===== src/hw/rtl/corre_rectangle_decoder_macros.svh =====
// Assertion macros used by the CoRRE rectangle decoder core.
`ifndef CORRE_RECTANGLE_DECODER_MACROS_SVH
`define CORRE_RECTANGLE_DECODER_MACROS_SVH

// Same-cycle implication, disabled while reset is asserted.
`define CRD_ASSERT_NOW(label, clk, rst_n, ante, cons) \
  label: assert property (@(posedge clk) disable iff (!(rst_n)) (ante) |-> (cons)) \
    else $error("same-cycle check failed");

// Next-cycle implication, disabled while reset is asserted.
`define CRD_ASSERT_NEXT(label, clk, rst_n, ante, cons) \
  label: assert property (@(posedge clk) disable iff (!(rst_n)) (ante) |=> (cons)) \
    else $error("next-cycle check failed");

`endif


===== src/hw/rtl/crd_pkg.sv =====
// Types, codes and helpers for the CoRRE rectangle decoder.
package crd_pkg;

  // Decoder phase within one rectangle payload
  typedef enum logic [2:0] {
    PH_IDLE   = 3'd0,
    PH_COUNT  = 3'd1,
    PH_BGPIX  = 3'd2,
    PH_SUBPIX = 3'd3,
    PH_SUBX   = 3'd4,
    PH_SUBY   = 3'd5,
    PH_SUBW   = 3'd6,
    PH_SUBH   = 3'd7
  } crd_phase_e;

  // Configuration register indexes
  localparam logic [0:0] CFG_PIXEL_SIZE_MODE     = 1'b0;
  localparam logic [0:0] CFG_PIXEL_LITTLE_ENDIAN = 1'b1;

  // Pixel size codes
  localparam logic [1:0] PIX_MODE_1B = 2'd0;
  localparam logic [1:0] PIX_MODE_2B = 2'd1;

  // One payload byte with its rectangle header fields
  typedef struct packed {
    logic [7:0]  data_byte;
    logic        first_byte;
    logic [15:0] rect_x;
    logic [15:0] rect_y;
    logic [15:0] rect_w;
    logic [15:0] rect_h;
  } crd_item_t;

  // One fill box
  typedef struct packed {
    logic [16:0] box_x;
    logic [16:0] box_y;
    logic [15:0] box_w;
    logic [15:0] box_h;
    logic [31:0] box_color;
    logic        is_background;
    logic        last_box;
  } crd_box_t;

  // Index of the final byte of a pixel for a given size code
  function automatic logic [1:0] pixel_last_idx(input logic [1:0] mode);
    logic [1:0] idx;
    case (mode)
      PIX_MODE_1B: idx = 2'd0;
      PIX_MODE_2B: idx = 2'd1;
      default:     idx = 2'd3;
    endcase
    return idx;
  endfunction

endpackage


===== src/hw/rtl/corre_rectangle_decoder.sv =====
// Top level of the CoRRE rectangle decoder.
// Path: the byte that completes a box waits in the input register, then is decoded into the result register.
// Throughput: one payload byte per cycle while the consumer drains results, set by the single
// decode pass between the input register and the result register.
// Reset: asynchronous, active low; clears both registers' valid flags, the
// decoder state (idle) and the configuration (one-byte, big-endian pixels).
module corre_rectangle_decoder
  import crd_pkg::*;
(
  input  logic        clk_i,
  input  logic        rst_ni,
  input  logic        cfg_we_i,
  input  logic [0:0]  cfg_idx_i,
  input  logic [1:0]  cfg_data_i,
  input  logic        in_valid_i,
  output logic        in_ready_o,
  input  logic [7:0]  data_byte_i,
  input  logic        first_byte_i,
  input  logic [15:0] rect_x_i,
  input  logic [15:0] rect_y_i,
  input  logic [15:0] rect_w_i,
  input  logic [15:0] rect_h_i,
  output logic        out_valid_o,
  input  logic        out_ready_i,
  output logic [16:0] box_x_o,
  output logic [16:0] box_y_o,
  output logic [15:0] box_w_o,
  output logic [15:0] box_h_o,
  output logic [31:0] box_color_o,
  output logic        is_background_o,
  output logic        last_box_o
);

  crd_item_t in_item, held_item;
  crd_box_t  dec_box, out_box;
  logic      held_valid, advance, emit;

  // Gather the input transaction
  always_comb begin
    in_item.data_byte  = data_byte_i;
    in_item.first_byte = first_byte_i;
    in_item.rect_x     = rect_x_i;
    in_item.rect_y     = rect_y_i;
    in_item.rect_w     = rect_w_i;
    in_item.rect_h     = rect_h_i;
  end

  // Move a held byte on whenever the result register is free or draining
  assign advance = held_valid && (!out_valid_o || out_ready_i);

  crd_in_stage u_in (
    .clk_i        (clk_i),
    .rst_ni       (rst_ni),
    .in_valid_i   (in_valid_i),
    .in_ready_o   (in_ready_o),
    .in_item_i    (in_item),
    .advance_i    (advance),
    .held_valid_o (held_valid),
    .held_item_o  (held_item)
  );

  crd_decode_core u_core (
    .clk_i      (clk_i),
    .rst_ni     (rst_ni),
    .cfg_we_i   (cfg_we_i),
    .cfg_idx_i  (cfg_idx_i),
    .cfg_data_i (cfg_data_i),
    .advance_i  (advance),
    .item_i     (held_item),
    .emit_o     (emit),
    .box_o      (dec_box)
  );

  crd_out_stage u_out (
    .clk_i       (clk_i),
    .rst_ni      (rst_ni),
    .advance_i   (advance),
    .emit_i      (emit),
    .box_i       (dec_box),
    .out_valid_o (out_valid_o),
    .out_ready_i (out_ready_i),
    .box_o       (out_box)
  );

  // Spread the result onto its ports
  assign box_x_o         = out_box.box_x;
  assign box_y_o         = out_box.box_y;
  assign box_w_o         = out_box.box_w;
  assign box_h_o         = out_box.box_h;
  assign box_color_o     = out_box.box_color;
  assign is_background_o = out_box.is_background;
  assign last_box_o      = out_box.last_box;

endmodule


===== src/hw/rtl/crd_in_stage.sv =====
// Input register stage: holds one accepted payload byte for the decoder.
module crd_in_stage
  import crd_pkg::*;
(
  input  logic      clk_i,
  input  logic      rst_ni,
  input  logic      in_valid_i,
  output logic      in_ready_o,
  input  crd_item_t in_item_i,
  input  logic      advance_i,
  output logic      held_valid_o,
  output crd_item_t held_item_o
);

  logic      valid_q, valid_d;
  crd_item_t item_q;

  // Accept when empty or when the held byte moves on this cycle
  assign in_ready_o = !valid_q || advance_i;

  always_comb begin
    valid_d = valid_q;
    if (in_valid_i && in_ready_o) begin
      valid_d = 1'b1;
    end else if (advance_i) begin
      valid_d = 1'b0;
    end
  end

  always_ff @(posedge clk_i or negedge rst_ni) begin
    if (!rst_ni) begin
      valid_q <= 1'b0;
    end else begin
      valid_q <= valid_d;
    end
  end

  // Capture the payload of each transaction
  always_ff @(posedge clk_i) begin
    if (in_valid_i && in_ready_o) begin
      item_q <= in_item_i;
    end
  end

  assign held_valid_o = valid_q;
  assign held_item_o  = item_q;

endmodule


===== src/hw/rtl/crd_decode_core.sv =====
// Decoder state and single-pass byte decode for CoRRE rectangles.
`include "corre_rectangle_decoder_macros.svh"
module crd_decode_core
  import crd_pkg::*;
(
  input  logic       clk_i,
  input  logic       rst_ni,
  input  logic       cfg_we_i,
  input  logic [0:0] cfg_idx_i,
  input  logic [1:0] cfg_data_i,
  input  logic       advance_i,
  input  crd_item_t  item_i,
  output logic       emit_o,
  output crd_box_t   box_o
);

  logic [1:0]  pix_mode_q;
  logic        pix_le_q;
  crd_phase_e  phase_q, phase_d;
  logic [1:0]  idx_q, idx_d;
  logic [31:0] rem_q, rem_d;
  logic [31:0] acc_q, acc_d;
  logic [7:0]  sub_x_q, sub_x_d, sub_y_q, sub_y_d, sub_w_q, sub_w_d;
  logic [15:0] orig_x_q, orig_x_d, orig_y_q, orig_y_d;
  logic [15:0] full_w_q, full_w_d, full_h_q, full_h_d;

  crd_phase_e  cur_phase;
  logic [1:0]  cur_idx;
  logic [31:0] cur_rem, cur_acc, rem_dec, acc_take;
  logic [1:0]  idx_take;
  logic        pix_done;

  // Configuration writes
  always_ff @(posedge clk_i or negedge rst_ni) begin
    if (!rst_ni) begin
      pix_mode_q <= 2'd0;
      pix_le_q   <= 1'b0;
    end else if (cfg_we_i) begin
      case (cfg_idx_i)
        CFG_PIXEL_SIZE_MODE:     pix_mode_q <= cfg_data_i;
        CFG_PIXEL_LITTLE_ENDIAN: pix_le_q   <= cfg_data_i[0];
        default: ;
      endcase
    end
  end

  // Restart on a first byte, then decode the byte in the current phase
  always_comb begin
    phase_d  = phase_q;
    idx_d    = idx_q;
    rem_d    = rem_q;
    acc_d    = acc_q;
    sub_x_d  = sub_x_q;
    sub_y_d  = sub_y_q;
    sub_w_d  = sub_w_q;
    orig_x_d = orig_x_q;
    orig_y_d = orig_y_q;
    full_w_d = full_w_q;
    full_h_d = full_h_q;
    emit_o   = 1'b0;

    cur_phase = phase_q;
    cur_idx   = idx_q;
    cur_rem   = rem_q;
    cur_acc   = acc_q;
    if (item_i.first_byte) begin
      orig_x_d  = item_i.rect_x;
      orig_y_d  = item_i.rect_y;
      full_w_d  = item_i.rect_w;
      full_h_d  = item_i.rect_h;
      cur_phase = PH_COUNT;
      cur_idx   = 2'd0;
      cur_rem   = '0;
      cur_acc   = '0;
    end
    phase_d = cur_phase;
    idx_d   = cur_idx;
    rem_d   = cur_rem;
    acc_d   = cur_acc;

    // Pixel byte assembly in either byte order
    if (pix_le_q) begin
      acc_take = cur_acc | ({24'd0, item_i.data_byte} << {cur_idx, 3'b000});
    end else begin
      acc_take = {cur_acc[23:0], item_i.data_byte};
    end
    pix_done = (cur_idx >= pixel_last_idx(pix_mode_q));
    idx_take = pix_done ? 2'd0 : cur_idx + 2'd1;
    rem_dec  = cur_rem - 32'd1;

    box_o.box_x         = {1'b0, orig_x_q} + {9'd0, sub_x_q};
    box_o.box_y         = {1'b0, orig_y_q} + {9'd0, sub_y_q};
    box_o.box_w         = {8'd0, sub_w_q};
    box_o.box_h         = {8'd0, item_i.data_byte};
    box_o.box_color     = cur_acc;
    box_o.is_background = 1'b0;
    box_o.last_box      = (rem_dec == 32'd0);

    case (cur_phase)
      PH_COUNT: begin
        rem_d = {cur_rem[23:0], item_i.data_byte};
        if (cur_idx == 2'd3) begin
          idx_d   = 2'd0;
          acc_d   = '0;
          phase_d = PH_BGPIX;
        end else begin
          idx_d = cur_idx + 2'd1;
        end
      end
      PH_BGPIX: begin
        acc_d = acc_take;
        idx_d = idx_take;
        if (pix_done) begin
          emit_o              = 1'b1;
          box_o.box_x         = {1'b0, orig_x_d};
          box_o.box_y         = {1'b0, orig_y_d};
          box_o.box_w         = full_w_d;
          box_o.box_h         = full_h_d;
          box_o.box_color     = acc_take;
          box_o.is_background = 1'b1;
          box_o.last_box      = (cur_rem == 32'd0);
          acc_d               = '0;
          phase_d             = (cur_rem == 32'd0) ? PH_IDLE : PH_SUBPIX;
        end
      end
      PH_SUBPIX: begin
        acc_d = acc_take;
        idx_d = idx_take;
        if (pix_done) begin
          phase_d = PH_SUBX;
        end
      end
      PH_SUBX: begin
        sub_x_d = item_i.data_byte;
        phase_d = PH_SUBY;
      end
      PH_SUBY: begin
        sub_y_d = item_i.data_byte;
        phase_d = PH_SUBW;
      end
      PH_SUBW: begin
        sub_w_d = item_i.data_byte;
        phase_d = PH_SUBH;
      end
      PH_SUBH: begin
        emit_o  = 1'b1;
        rem_d   = rem_dec;
        acc_d   = '0;
        idx_d   = 2'd0;
        phase_d = (rem_dec == 32'd0) ? PH_IDLE : PH_SUBPIX;
      end
      default: ;
    endcase
  end

  // Advance decoder state once per byte taken from the input register
  always_ff @(posedge clk_i or negedge rst_ni) begin
    if (!rst_ni) begin
      phase_q  <= PH_IDLE;
      idx_q    <= 2'd0;
      rem_q    <= '0;
      acc_q    <= '0;
      sub_x_q  <= '0;
      sub_y_q  <= '0;
      sub_w_q  <= '0;
      orig_x_q <= '0;
      orig_y_q <= '0;
      full_w_q <= '0;
      full_h_q <= '0;
    end else if (advance_i) begin
      phase_q  <= phase_d;
      idx_q    <= idx_d;
      rem_q    <= rem_d;
      acc_q    <= acc_d;
      sub_x_q  <= sub_x_d;
      sub_y_q  <= sub_y_d;
      sub_w_q  <= sub_w_d;
      orig_x_q <= orig_x_d;
      orig_y_q <= orig_y_d;
      full_w_q <= full_w_d;
      full_h_q <= full_h_d;
    end
  end

  // A last box always returns the decoder to idle
  `CRD_ASSERT_NEXT(a_last_goes_idle, clk_i, rst_ni, advance_i && emit_o && box_o.last_box, phase_q == PH_IDLE)
  // Background fills come only from the background pixel phase
  `CRD_ASSERT_NOW(a_bg_from_bgpix, clk_i, rst_ni, advance_i && emit_o && box_o.is_background, phase_q == PH_BGPIX && !item_i.first_byte)
  // A stray byte while idle yields nothing and leaves the decoder idle
  `CRD_ASSERT_NOW(a_idle_no_emit, clk_i, rst_ni, phase_q == PH_IDLE && !item_i.first_byte, !emit_o)
  `CRD_ASSERT_NEXT(a_idle_stays, clk_i, rst_ni, advance_i && phase_q == PH_IDLE && !item_i.first_byte, phase_q == PH_IDLE)

endmodule


===== src/hw/rtl/crd_out_stage.sv =====
// Result register: holds one fill box until the consumer takes it.
module crd_out_stage
  import crd_pkg::*;
(
  input  logic     clk_i,
  input  logic     rst_ni,
  input  logic     advance_i,
  input  logic     emit_i,
  input  crd_box_t box_i,
  output logic     out_valid_o,
  input  logic     out_ready_i,
  output crd_box_t box_o
);

  logic     valid_q, valid_d;
  crd_box_t box_q;

  // Set on each decoded byte that emits a box, clear on one that does not, drop once taken
  always_comb begin
    valid_d = valid_q;
    if (advance_i) begin
      valid_d = emit_i;
    end else if (out_ready_i) begin
      valid_d = 1'b0;
    end
  end

  always_ff @(posedge clk_i or negedge rst_ni) begin
    if (!rst_ni) begin
      valid_q <= 1'b0;
    end else begin
      valid_q <= valid_d;
    end
  end

  always_ff @(posedge clk_i) begin
    if (advance_i && emit_i) begin
      box_q <= box_i;
    end
  end

  assign out_valid_o = valid_q;
  assign box_o       = box_q;

endmodule

===== config.mk =====
export PLATFORM = sky130hd
export DESIGN_NAME = corre_rectangle_decoder
export DESIGN_NICKNAME = d
export VERILOG_FILES = /design/src/hw/rtl/crd_pkg.sv /design/src/hw/rtl/corre_rectangle_decoder.sv /design/src/hw/rtl/crd_in_stage.sv /design/src/hw/rtl/crd_decode_core.sv /design/src/hw/rtl/crd_out_stage.sv
export VERILOG_INCLUDE_DIRS = /design/src /design/src/hw/rtl
export SDC_FILE = /design/constraint.sdc
export NUM_CORES = 1
export LEC_CHECK = 0
export BUFFER_PORTS_ARGS = -buffer_cell sky130_fd_sc_hd__buf_2
export CORE_MARGIN = 5
export CORE_UTILIZATION = 25
export DETAILED_ROUTE_END_ITERATION = 12
export PLACE_DENSITY = 0.5
export RECOVER_POWER = 25
export SYNTH_ARGS = -nofsm -noshare
export SYNTH_HDL_FRONTEND = slang
export SYNTH_HIERARCHICAL = 1
export SYNTH_SLANG_ARGS = --single-unit
export TNS_END_PERCENT = 30

===== constraint.sdc =====
create_clock -name clk_i -period 10.5 [get_ports clk_i]
set_clock_uncertainty 0.15 [all_clocks]
set_input_delay 0.525 -clock clk_i [delete_from_list [all_inputs] [get_ports clk_i]]
set_output_delay 0.525 -clock clk_i [all_outputs]
set_load 0.05 [all_outputs]

==> flow_metrics.env <==
export IMPL_clock_latency_at_the_later_pin_of_the_worst_skew_pair_ns=0.55
export IMPL_critPathSlowestCell="sky130_fd_sc_hd__edfxtp_1"
export IMPL_failing_checks="max-capacitance violations, max-slew violations"
export IMPL_route_detailed_vias_per_inst=4.87
export IMPL_reg2regPathDepth=11
export IMPL_tritoncts_clock_tree="done"
export IMPL_ys_seq_elements=335
export IMPL_yosys_warnings=6
export IMPL_hold_start="rect_w_i[1]"
export IMPL_maxSlewViolCount=129
export IMPL_critical_path_cell_chain="buf_4 > inv_1 > buf_4 > nand2_1 > ha_1 > o21ai_0 > o41ai_1 > and4b_1 > nand4_1 > o41ai_2 > a2bb2oi_1"
export IMPL_vert_die_dim_um=264
export IMPL_edff_count_synth=173
export IMPL_detailedRoute_firstPassIterationCount=6
export IMPL_worstPathMaxFanout=61
export IMPL_ant_nets=0
export IMPL_run_status="finished with violations"
export IMPL_synth_avg_cell_area_um2=11.4
export IMPL_fp_dieArea_mm2=0.0698
export IMPL_yosysTopAreaCell="sky130_fd_sc_hd__edfxtp_1"
export IMPL_initial_core_util_pct=25.2
export IMPL_clockRootBuffer="sky130_fd_sc_hd__clkbuf_16"
export IMPL_synth_cell_area_mm2=0.0162
export IMPL_number_of_unique_standard_cell_types_used_by_synthesis=82
export IMPL_multi_input_area_mm2=0.00639
export IMPL_ys_top_cells_by_count="173 x sky130_fd_sc_hd__edfxtp_1, 162 x sky130_fd_sc_hd__dfrtp_1, 159 x sky130_fd_sc_hd__nand2_1, 115 x sky130_fd_sc_hd__o21ai_0, 108 x sky130_fd_sc_hd__nor2_1"
export IMPL_largest_cells_by_area_after_synthesis="sky130_fd_sc_hd__edfxtp_1 32%, sky130_fd_sc_hd__dfrtp_1 25%, sky130_fd_sc_hd__mux2_2 6.2%, sky130_fd_sc_hd__nand2_1 3.7%, sky130_fd_sc_hd__o21ai_0 3.6%"
export IMPL_dr_total_vias=12200
export IMPL_hold_path_depth=1
export IMPL_globalRouteOverflowTotal=0
export IMPL_final_hold_violation_count=0
export IMPL_p_leak_uw=0.00776
export IMPL_post_synth_top_count_cell="sky130_fd_sc_hd__edfxtp_1"
export IMPL_cp_endpoint_kind="flop"
export IMPL_period_minus_slack_ns=5.06
export IMPL_dr_first_iter_drc_count=935
export IMPL_drv_cap=2
export IMPL_final_setup_tns_ns=0
export IMPL_placement_io_buffers=182
export IMPL_r2r_end="u_core/phase_q[1]"
export IMPL_cts_num_sinks=335
export IMPL_timing_setup_critical_path_class="reg2reg"
export IMPL_detailed_place_hpwl_um=32600
export IMPL_drive_above_1_share_pct=19.4
export IMPL_cts_inserted_buffers=41
export IMPL_synth_ff_type="sky130_fd_sc_hd__edfxtp_1"
export IMPL_nNetsFinal=1731
export IMPL_setup_ws_ns=5.44
export IMPL_critical_path_startpoint="u_in/held_item_o[64]"
export IMPL_timing_critical_path_from_type="flop"
export IMPL_post_cts_repair_setup_buffers=0
export IMPL_grt_max_degree=91
export IMPL_r2r_slack_ns=5.44
export IMPL_achievable_frequency_mhz=198
export IMPL_final_seq_area_mm2=0.00925
export IMPL_post_route_period_util_pct=48.2
export IMPL_relSlewSlack_pct=-214
export IMPL_grtUsageTotal_pct=13.8
export IMPL_path_buf_inv=3
export IMPL_rsz0062_at_grt="no"
export IMPL_nFillCells=6590
export IMPL_dpl_worst_slack_ns=5.47
export IMPL_syn_num_nets=1524
export IMPL_cp_data_arrival_time_ns=5.34
export IMPL_grt_antenna_before_repair=5
export IMPL_synth_top_area_share_pct=32.1
export IMPL_clock_tree_buffer_depth=3
export IMPL_worstMarginPinSlew_ns=4.70
export IMPL_cts_reportedPaths_clkPinSlew_ns=0.06
export IMPL_critical_path_top_delay_family="compound AO/OA/AOI/OAI gates"
export IMPL_setup_viol=0
export IMPL_worst_hold_path_endpoint="u_in/held_item_o[17]"
export IMPL_pin_count=183
export IMPL_sequential_share_of_the_synthesized_area_pct=57.2
export IMPL_areaGrowthSynthToFinish_pct=22.5
export IMPL_core_area_mm2=0.0642
export IMPL_placementRows=93
export IMPL_htree_levels=2
export IMPL_ys_async_sr_fraction_pct=48.4
export IMPL_first_global_vias=12600
export IMPL_avgRoutedWirePerCell_um=19.8
export IMPL_gp_routability_congestion=0.896
export IMPL_cell_seen_most_often_among_critical_path_stages="sky130_fd_sc_hd__buf_4"
export IMPL_crit_required_ns=10.78
export IMPL_power_density_mw_per_mm2=188
export IMPL_irDropWorstVdd_uv=98.2
export IMPL_drc=0
export IMPL_critical_path_max_stage_delay_ns=0.81
export IMPL_hold_path_class="in2reg"
export IMPL_r2r_start="u_in/held_item_o[64]"
export IMPL_route_final_wire_length_um=49800
export IMPL_fp_dieW_um=264
export IMPL_grt_pass1_wl_um=76600
export IMPL_synth_cells=1419
==> registers in the layout, summed over array words and instances, names as in the netlist, 8 cells and up <==
register and count:
u_core/acc_q 32, u_core/full_h_q 16, u_core/full_w_q 16, u_core/orig_x_q 16, u_core/orig_y_q 16, u_core/rem_q 32
u_core/sub_w_q 8, u_core/sub_x_q 8, u_core/sub_y_q 8, u_in/held_item_o 73, u_out/box_o 100
==> cell families (layout without fill, tap and decap cells) <==
logic type	count (synthesis)	in the layout	synth area share, %
other	0	3	0
XOR/XNOR	31	31	1.68
multiplexers	144	144	9.61
flip-flops	335	335	57.2
AO/OA/AOI/OAI	345	345	14.0
AND/OR/NAND/NOR	408	408	12.0
adder cells (fa/ha/maj)	24	24	1.95
buffers and inverters	132	371	3.53
==> worst max-delay path by stage <==
stage          depth (start not counted)                end
2_1_floorplan                         17  u_core/phase_q[1]
3_3_place_gp                          10    u_out/box_o[87]
3_5_place_dp                          10    u_out/box_o[87]
4_1_cts                               10    u_out/box_o[87]
5_1_grt                                2   u_core/acc_q[17]
6_report                              11  u_core/phase_q[1]
==> through the flow <==
stage | total power, µW | util (%) | instances | hold WS, ns | cell area (µm²)
6_report | 3720 | 30.8 | 2516 | 0.0352 | 19800
5_1_grt | 3920 | 30.8 | 2513 | 0.00266 | 19800
4_1_cts | 3770 | 30.9 | 2513 | 0.00243 | 19900
3_5_place_dp | 2320 | 27.9 | 2373 | 0.315 | 17900
3_3_place_gp | 2310 | 27.9 | 2373 | 0.311 | 17900
2_1_floorplan | 2120 | - | 1419 | 0.0794 | 16200
==> where the power goes <==
part	leakage, µW	switching (µW)	internal (µW)
sequential	0.00367	139	1510
combinational	0.00344	391	284
clock	0.000647	563	837
total	0.00776	1090	2630
==> placed cells by master (no fill, tap or decap), types with 7 or more instances in the layout <==
master,count
sky130_fd_sc_hd__o21ai_0,115
sky130_fd_sc_hd__nand3_1,20
sky130_fd_sc_hd__buf_4,21
sky130_fd_sc_hd__o211ai_1,7
sky130_fd_sc_hd__mux2_2,89
sky130_fd_sc_hd__nor3_1,19
sky130_fd_sc_hd__nor4_1,18
sky130_fd_sc_hd__a31oi_1,8
sky130_fd_sc_hd__a21oi_1,67
sky130_fd_sc_hd__a22o_1,46
sky130_fd_sc_hd__a32oi_1,12
sky130_fd_sc_hd__ha_1,22
sky130_fd_sc_hd__o21a_1,9
sky130_fd_sc_hd__or4_1,7
sky130_fd_sc_hd__clkbuf_1,71
sky130_fd_sc_hd__xor2_1,8
sky130_fd_sc_hd__buf_2,122
sky130_fd_sc_hd__a22oi_1,20
sky130_fd_sc_hd__edfxtp_1,173
sky130_fd_sc_hd__xnor2_1,23
sky130_fd_sc_hd__nand4_1,13
sky130_fd_sc_hd__clkinv_2,7
sky130_fd_sc_hd__nand2_1,158
sky130_fd_sc_hd__nor2_1,107
sky130_fd_sc_hd__clkbuf_16,41
sky130_fd_sc_hd__nand2b_1,8
sky130_fd_sc_hd__or3_1,7
sky130_fd_sc_hd__inv_1,25
sky130_fd_sc_hd__dlygate4sd3_1,65
sky130_fd_sc_hd__dfrtp_1,162
sky130_fd_sc_hd__mux2i_1,55
sky130_fd_sc_hd__nor2b_1,8
==> cell type report <==
| type | count | area share, % |
|---|---|---|
| Antenna cell | 3 | 0.0379 |
| Clock buffer | 54 | 5.53 |
| Clock inverter | 21 | 1.13 |
| Inverter | 27 | 0.512 |
| Multi-Input combinational cell | 952 | 32.3 |
| Sequential cell | 335 | 46.7 |
| Tap cell | 855 | 5.41 |
| Timing Repair Buffer | 269 | 8.33 |
==> metal layers <==
| layer | global-route usage (%) | routed length (µm) |
|---|---|---|
| met1 | 18.5 | 21900 |
| met2 | 22.7 | 23600 |
| met4 | 4.27 | 1360 |
| met3 | 2.70 | 2890 |
| met5 | 0 | 7 |
==> what timing repair did <==
action	CTS	global route
resized for setup	0	0
hold buffers	65	0
endpoints found under the hold margin	138	0
Note: power is estimated with default switching activity, not from simulation.
